--- config.mk ---
export PLATFORM = sky130hd
export DESIGN_NAME = cnjs_div
export DESIGN_NICKNAME = d
export VERILOG_FILES = /design/src/hdl/cnjs_pkg.sv /design/src/hdl/cnjs_div.sv
export SDC_FILE = /design/constraint.sdc
export NUM_CORES = 1
export LEC_CHECK = 0
export CORE_MARGIN = 2
export CORE_UTILIZATION = 45
export DETAILED_ROUTE_END_ITERATION = 10
export DONT_BUFFER_PORTS = 1
export GPL_TIMING_DRIVEN = 0
export SKIP_CTS_REPAIR_TIMING = 1
export SYNTH_ARGS = -nofsm -noshare
export SYNTH_HDL_FRONTEND = slang
export SYNTH_SLANG_ARGS = --single-unit
--- constraint.sdc ---
create_clock -name clk -period 3.15 [get_ports clk]
set_input_delay 0.315 -clock clk [delete_from_list [all_inputs] [get_ports clk]]
set_output_delay 0.315 -clock clk [all_outputs]
set_load 0.03 [all_outputs]
--- src/hdl/cnjs_pkg.sv ---
// ----------------------------------------------------------------------------
// cnjs_pkg
// Shared types, constants and arithmetic helpers of the Crank-Nicolson
// Jacobi stencil block.
// ----------------------------------------------------------------------------
package cnjs_pkg;

	localparam int GRID_SIDE   = 16;
	localparam int CELLS       = GRID_SIDE * GRID_SIDE;
	localparam int CELL_W      = $clog2(CELLS);
	localparam int SIDE_W      = $clog2(GRID_SIDE);
	localparam int BUFS        = 3;
	localparam int BUF_W       = 2;
	localparam int VEC_DEPTH   = BUFS * CELLS;
	localparam int VEC_ADDR_W  = $clog2(VEC_DEPTH);
	localparam int MUL_W       = 34;
	localparam int PROD_W      = 2 * MUL_W;
	localparam int ACC_W       = PROD_W - 28;
	localparam int NORM_W      = 48;
	localparam int BOUND_W     = 50;
	localparam int DIV_NUM_W   = 60;
	localparam int DIV_DEN_W   = 35;
	localparam int DIV_CNT_W   = $clog2(DIV_NUM_W + 1);
	localparam int SUB_W       = 4;
	localparam int RHS_LAST    = 7;
	localparam int SWEEP_LAST  = 11;

	localparam logic [1:0] REQ_WRITE = 2'd0;
	localparam logic [1:0] REQ_STEP  = 2'd1;
	localparam logic [1:0] REQ_READ  = 2'd2;

	localparam logic [1:0] STATUS_READ      = 2'd0;
	localparam logic [1:0] STATUS_CONVERGED = 2'd1;
	localparam logic [1:0] STATUS_LIMIT     = 2'd2;

	localparam logic [1:0] CFG_R_IM     = 2'd0;
	localparam logic [1:0] CFG_HALF_DT  = 2'd1;
	localparam logic [1:0] CFG_EPS_SQ   = 2'd2;
	localparam logic [1:0] CFG_MAX_ITER = 2'd3;

	localparam logic [15:0] MAX_ITER_RESET = 16'd1000;

	typedef struct packed {
		logic [1:0]          req_type;
		logic [7:0]          cell_index;
		logic signed [31:0]  wave_re;
		logic signed [31:0]  wave_im;
		logic signed [31:0]  potential;
	} cnjs_req_t;

	typedef struct packed {
		logic signed [31:0]  out_re;
		logic signed [31:0]  out_im;
		logic [1:0]          status;
		logic [15:0]         iterations;
	} cnjs_rsp_t;

	typedef struct packed {
		logic signed [31:0] re;
		logic signed [31:0] im;
	} cplx_t;

	typedef struct packed {
		logic signed [31:0] shift;
		cplx_t              recip;
		cplx_t              rhs;
	} coef_t;

	typedef enum logic [3:0] {
		ST_IDLE,
		ST_WMUL,
		ST_WSHIFT,
		ST_WSQ,
		ST_WDEN,
		ST_WDIV_RE_GO,
		ST_WDIV_RE,
		ST_WDIV_IM_GO,
		ST_WDIV_IM,
		ST_READ,
		ST_READ_OUT,
		ST_RHS,
		ST_SWEEP,
		ST_FIN_MUL,
		ST_FIN_TEST
	} cnjs_state_t;

	function automatic logic signed [MUL_W-1:0] mext_s(input logic signed [31:0] x);
		return {{(MUL_W-32){x[31]}}, x};
	endfunction

	function automatic logic signed [MUL_W-1:0] mext_u(input logic [31:0] x);
		return {{(MUL_W-32){1'b0}}, x};
	endfunction

	function automatic logic [VEC_ADDR_W-1:0] vaddr(input logic [BUF_W-1:0] b,
			input logic [CELL_W-1:0] k);
		return VEC_ADDR_W'(b) * VEC_ADDR_W'(CELLS) + VEC_ADDR_W'(k);
	endfunction

	// round to nearest, ties up, then drop 28 fraction bits
	function automatic logic signed [ACC_W-1:0] qround(input logic signed [PROD_W-1:0] p);
		logic signed [PROD_W-1:0] t;
		t = p + (PROD_W'(1) <<< 27);
		return t[PROD_W-1:28];
	endfunction

	function automatic logic [ACC_W-1:0] qfloor(input logic signed [PROD_W-1:0] p);
		return p[PROD_W-1:28];
	endfunction

	function automatic logic signed [31:0] sat32(input logic signed [BOUND_W-1:0] x);
		logic signed [BOUND_W-1:0] hi;
		logic signed [BOUND_W-1:0] lo;
		hi = {{(BOUND_W-31){1'b0}}, {31{1'b1}}};
		lo = {{(BOUND_W-31){1'b1}}, 31'd0};
		if (x > hi) begin
			return hi[31:0];
		end else if (x < lo) begin
			return lo[31:0];
		end
		return x[31:0];
	endfunction

endpackage

--- src/hdl/cnjs_div.sv ---
// ----------------------------------------------------------------------------
// cnjs_div
// Restoring divider, one quotient bit per cycle, for the diagonal
// reciprocal of a cell.
// ----------------------------------------------------------------------------
module cnjs_div (
	input  logic                            clk,
	input  logic                            arst_n,
	input  logic                            start,
	input  logic [cnjs_pkg::DIV_NUM_W-1:0]  num,
	input  logic [cnjs_pkg::DIV_DEN_W-1:0]  den,
	output logic                            done,
	output logic [31:0]                     quot
);

	logic [cnjs_pkg::DIV_NUM_W-1:0]  quo_q;
	logic [cnjs_pkg::DIV_DEN_W-1:0]  rem_q;
	logic [cnjs_pkg::DIV_DEN_W-1:0]  den_q;
	logic [cnjs_pkg::DIV_CNT_W-1:0]  cnt_q;
	logic                            run_q;
	logic                            done_q;
	logic [cnjs_pkg::DIV_DEN_W:0]    trial;
	logic [cnjs_pkg::DIV_DEN_W:0]    diff;
	logic                            fits;

	assign trial = {rem_q, quo_q[cnjs_pkg::DIV_NUM_W-1]};
	assign fits  = trial >= {1'b0, den_q};
	assign diff  = trial - {1'b0, den_q};

	always_ff @(posedge clk or negedge arst_n) begin
		if (!arst_n) begin
			run_q  <= 1'b0;
			done_q <= 1'b0;
			cnt_q  <= '0;
		end else begin
			done_q <= 1'b0;
			if (start) begin
				run_q <= 1'b1;
				cnt_q <= cnjs_pkg::DIV_CNT_W'(cnjs_pkg::DIV_NUM_W);
			end else if (run_q) begin
				cnt_q <= cnt_q - cnjs_pkg::DIV_CNT_W'(1);
				if (cnt_q == cnjs_pkg::DIV_CNT_W'(1)) begin
					run_q  <= 1'b0;
					done_q <= 1'b1;
				end
			end
		end
	end

	always_ff @(posedge clk) begin
		if (start) begin
			quo_q <= num;
			rem_q <= '0;
			den_q <= den;
		end else if (run_q) begin
			rem_q <= fits ? diff[cnjs_pkg::DIV_DEN_W-1:0] : trial[cnjs_pkg::DIV_DEN_W-1:0];
			quo_q <= {quo_q[cnjs_pkg::DIV_NUM_W-2:0], fits};
		end
	end

	assign done = done_q;
	assign quot = quo_q[31:0];

endmodule

==> metrics.cfg, run 1 <==
[finish]
drive_above_1_share_pct = 20.1
antenna_cells = 0
final_area_mm2 = 0.00937
final_nets = 969
final_util_pct = 54.2
syn_to_final_growth_pct = 17.4

[routing]
drt_iter0_drc = 468
drc = 0
drt_pre_antenna_iters = 5
drtAntennaViolNets = 0
route.detailed.wl_per_inst_um = 18.6
dr_total_vias = 6062
vias_per_cell = 5.66
wirelength_mm = 19.9

[logic_synthesis]
synthMuxAreaShare_pct = 9.40
yosys.area_share.simple_pct = 12.1
synthAdderAreaFrac_pct = 6.05
synth_edf_count = 95
synth.top_cell.area_share_pct = 35.7
avgSynthCellArea_um2 = 10.4
netlist_area_mm2 = 0.00798
synth.most_common_cell = edfxtp_1
synthArstFlopShare_pct = 5.80
synthTopCellsByArea = edfxtp_1 (36%), mux2_2 (9.0%), dfxtp_1 (8.8%)
synth-seq-cells = 138
synthTopCellsByCount = edfxtp_1 (95), nand2_1 (79), mux2_2 (64)
synth_xor_area_share_pct = 3.18
synth_cells = 770
synth_top_family_by_area = compound AO/OA/AOI/OAI gates
yosysWarnings = 0
yosys.area.top_type = edfxtp_1
seq_area_frac_synth_pct = 47.0
synth_nets = 906
synth_compound_area_share_pct = 14.8
ys.flop_type = edfxtp_1
synth.distinct_cells = 63

[sta]
worst_pin_slew_ns = 0.736
hold_viol = 0
slew-limit-headroom_pct = 51.0
setup_tns_ns = 0
post-route-period-util_pct = 96.1
setup_violations = 0
maxSlewViolCount = 0
hold_slack_ns = 0.103
setup_slack_ns = 0.123
max_freq_ghz = 0.330
layout_min_cycle_time_ns = 3.03
finClkSkew_ns = 0.0102

[placement]
post-place-ws_ns = -0.245
io_buffers = 0
gp_congestion = 0.901
dp_hpwl_mm = 14.3
placed_area_mm2 = 0.00828

[cts]
cts.sinks = 138
clk_path_buf_depth = 2
clk_pin_slew_ns = 0.07
htree_num_levels = 4
clk_latency_ns = 0.43
cts_buffers = 17
cts_tree = yes
cts_root_buf = clkbuf_16

[critical_path]
cpPeakStageDelay_ns = 0.50
cp.arrival_ns = 3.20
cpMaxStageDelayCell = or4_4
start_kind = flip-flop
crit_chain = inv_1 -> ha_1 -> buf_6 -> a21o_1 -> a21o_1 -> a21oi_2 -> a21oi_1 -> or4_4 -> or2_4 -> buf_6 -> buf_12 -> mux2_2
crit_type = flip-flop to flip-flop
worstPathRequired_ns = 3.33
crit_fanout = 10
critPathCaptureType = flip-flop

[floorplan]
core_mm2 = 0.0173
start_util_pct = 46.2
dieArea_mm2 = 0.0188
top_level_ports = 131
die_x_um = 137
die-height_um = 137
rows = 48

[power]
switching_share_pct = 39.2
seqPwrFrac_pct = 32.9
clkPwrFrac_pct = 25.0
intPower_mw = 4.65
p_comb_share_pct = 42.2
peakVddDrop_mv = 0.462
power_density_mw_per_mm2 = 816
p_sw_mw = 2.99
static-leakage-power_nw = 3.68

[hold_path]
hold_path_class = input port to flip-flop

[global_route]
grt_pass1_vias = 5995
track_usage_pct = 21.5
grt_pass1_wl_mm = 31.0
grt_max_degree = 37
antenna_found_initial = 1
gr-total-overflow = 0

[run]
drv_cap = 0

[outcome]
status = finished, final reports clean

==> worst max-delay path, delay by kind of cell (launching register included) <==
| family | cells | cell delay [ns] |
|---|---|---|
| compound gates | 4 | 0.64 |
| fa+ha+maj | 1 | 0.22 |
| buf+inv | 4 | 0.50 |
| flops | 1 | 0.36 |
| mux | 1 | 0.26 |
| simple gates | 2 | 0.79 |
==> flip-flops by register name, summed over array words and instances, names as in the netlist <==
signal / count
quo_q: 60
den_q: 35
rem_q: 35
cnt_q: 6
done: 1
run_q: 1
==> through the flow <==
stage | total power, mW | cells
6_report | 7.65 | 1071
3_5_place_dp | 5.46 | 996
2_1_floorplan | 4.79 | 770
4_1_cts | 7.40 | 1028
5_1_grt | 8.11 | 1071
3_3_place_gp | 5.41 | 995
==> cell type report <==
class	count	area [um^2]
timing repair buffer	46	458
tap	225	282
multi-input combinational	514	3720
buffer	68	419
fill	1556	7920
sequential	138	3750
inverter	48	180
clock buffer	18	429
clock inverter	14	131
==> power groups by stage <==
| stage | Clock, mW | Combinational, mW | Sequential (mW) |
|---|---|---|---|
| after floorplan | 0 | 2.31 | 2.47 |
| after global placement | 0 | 2.89 | 2.53 |
| after detailed placement | 0 | 2.92 | 2.54 |
| after CTS | 1.96 | 2.94 | 2.51 |
| after global routing | 2.02 | 3.54 | 2.55 |
| final | 1.91 | 3.22 | 2.51 |
==> routing by layer <==
metal	global-route usage [%]	part of all wire, %
met5	0	0
met4	7.22	1.6
met2	35.2	47
met3	7.76	7.8
met1	26.5	43
==> kinds of logic (layout without fill, tap and decap cells) <==
kind of cell,count (synthesis),after routing
compound gates,175,175
xor+xnor,29,29
fa+ha+maj,38,38
buf+inv,118,194
simple gates,205,205
mux,67,67
flops,138,138
==> placed cells by master (no fill, tap or decap), types with 33 or more instances in the layout <==
| master | synthesis | layout |
|---|---|---|
| inv_1 | 47 | 46 |
| buf_4 | 32 | 39 |
| nor2_1 | 46 | 46 |
| dlygate4sd3_1 | 0 | 36 |
| dfxtp_1 | 35 | 35 |
| ha_1 | 37 | 37 |
| a21oi_1 | 42 | 42 |
| edfxtp_1 | 95 | 95 |
| nand2_1 | 79 | 79 |
| o21ai_0 | 35 | 33 |
| mux2_2 | 64 | 64 |
==> path summary, 6_finish.rpt <==
path / startpoint / to / slack [ns] / cells after the start
setup / recovery: den_q[29] / quo_q[0] / 0.12 / 12
hold / removal: num[41] / quo_q[41] / 0.10 / 1
setup reg to reg: den_q[29] / quo_q[0] / 0.12 / 12
hold reg to reg: rem_q[7] / rem_q[8] / 0.50 / 2
max in group asynchronous: arst_n / run_q / 2.63 / 1
min in group asynchronous: arst_n / done / 0.24 / 1
(Power assumes the default switching activity.)
==> run 2, diff against run 1 <==
- CORE_UTILIZATION: 45 -> 51
- PLACE_DENSITY: not set -> 0.66
==> metrics.cfg, run 2 (synthesized netlist as in run 1, its figures left out) <==
[sta]
worst_pin_slew_ns = 0.659
hold_viol = 0
max_freq_ghz = 0.327
setup_violations = 0
setup_tns_ns = 0
maxSlewViolCount = 0
slew-limit-headroom_pct = 55.6
post-route-period-util_pct = 97.2
finClkSkew_ns = 0.00933
layout_min_cycle_time_ns = 3.06
hold_slack_ns = 0.109

[routing]
drt_pre_antenna_iters = 5
route.detailed.wl_per_inst_um = 18.2
drt_iter0_drc = 420
drc = 0
vias_per_cell = 5.74
wirelength_mm = 19.2
dr_total_vias = 6063
drtAntennaViolNets = 0

[placement]
gp_congestion = 0.932
dp_hpwl_mm = 13.6
placed_area_mm2 = 0.00827
io_buffers = 0

[finish]
largest_reg_flops = 60
final_common_cell = edfxtp_1
final_util_pct = 61.6
top_regs = quo_q (60), den_q (35), rem_q (35)
final_area_mm2 = 0.00940
regMostFlops = quo_q
antenna_cells = 0
final_nets = 969
final_cell_mix = edfxtp_1 (95), nand2_1 (79), mux2_2 (64)
syn_to_final_growth_pct = 17.7
drive_above_1_share_pct = 19.3

[floorplan]
top_level_ports = 131
rows = 45
die_x_um = 129
die-height_um = 129
start_util_pct = 52.3
dieArea_mm2 = 0.0167
core_mm2 = 0.0153

[power]
switching_share_pct = 37.5
clkPwrFrac_pct = 27.8
intPower_mw = 4.92
peakVddDrop_mv = 0.460
power_density_mw_per_mm2 = 838
seqPwrFrac_pct = 32.0
p_sw_mw = 2.96
p_comb_share_pct = 40.2
finalPower_mw = 7.88
static-leakage-power_nw = 3.71

[critical_path]
regToRegSetupSlack_ns = 0.09
crit_fanout = 10
critPathCaptureType = flip-flop
worstPathRequired_ns = 3.33
start_kind = flip-flop
crit_type = flip-flop to flip-flop
cp.arrival_ns = 3.24

[global_route]
grt_max_degree = 44
grt_pass1_vias = 5729
track_usage_pct = 22.5
gr-total-overflow = 0
antenna_found_initial = 0
grt_pass1_wl_mm = 28.9

[hold_path]
hold_path_class = input port to flip-flop

[cts]
cts_tree = yes
clk_path_buf_depth = 2
cts.sinks = 138
clk_pin_slew_ns = 0.07
clk_latency_ns = 0.42
htree_num_levels = 4
cts_root_buf = clkbuf_16
cts_buffers = 17

[outcome]
status = finished, final reports clean

[run]
drv_cap = 0

## run 2: critical path, stage by stage (launching register included)
cell and delay, ns:
edfxtp_1 0.38, inv_1 0.07, ha_1 0.23, buf_6 0.14, a21o_1 0.20, a21o_1 0.19, a21oi_2 0.18, a21oi_1 0.08
or4_4 0.52, or2_1 0.25, buf_6 0.16, buf_6 0.15, mux2_2 0.26
## run 2: layout make-up
type,instances,area (um^2)
flip-flops and latches,138,3750
clock inverters,14,209
clock buffers,18,429
fillers,1249,5860
well taps,211,264
inverters,48,180
multi-input cells,514,3680
plain buffers,70,418
repair buffers,44,458
## run 2: worst paths after layout
kind / from / end / cells past startpoint
worst max-delay path: den_q[29] / quo_q[0] / 12
worst min-delay path: num[54] / quo_q[54] / 1
worst max register to register: den_q[29] / quo_q[0] / 12
worst min register to register: rem_q[12] / rem_q[13] / 2
max in group asynchronous: arst_n / cnt_q[3] / 1
min in group asynchronous: arst_n / cnt_q[2] / 1
## run 2: through the flow
step,std cells,setup slack [ns]
after floorplan,770,0.326
after global placement,981,-0.124
after detailed placement,982,-0.117
after CTS,1014,-0.163
after global routing,1057,-0.0342
final,1057,0.0874
## run 2: metal layers
| layer | track usage, % | wire length [um] |
|---|---|---|
| met3 | 5.95 | 1230 |
| met5 | 0 | 0 |
| met2 | 36.8 | 9400 |
| met4 | 6.78 | 367 |
| met1 | 29.4 | 8200 |
## run 2: power by group through the flow
stage | Combinational, mW | Sequential (mW) | Clock (mW)
final | 3.17 | 2.52 | 2.19
after global placement | 2.88 | 2.54 | 0
after CTS | 2.95 | 2.52 | 2.22
after global routing | 3.47 | 2.56 | 2.29
after detailed placement | 2.92 | 2.55 | 0
after floorplan | 2.31 | 2.47 | 0
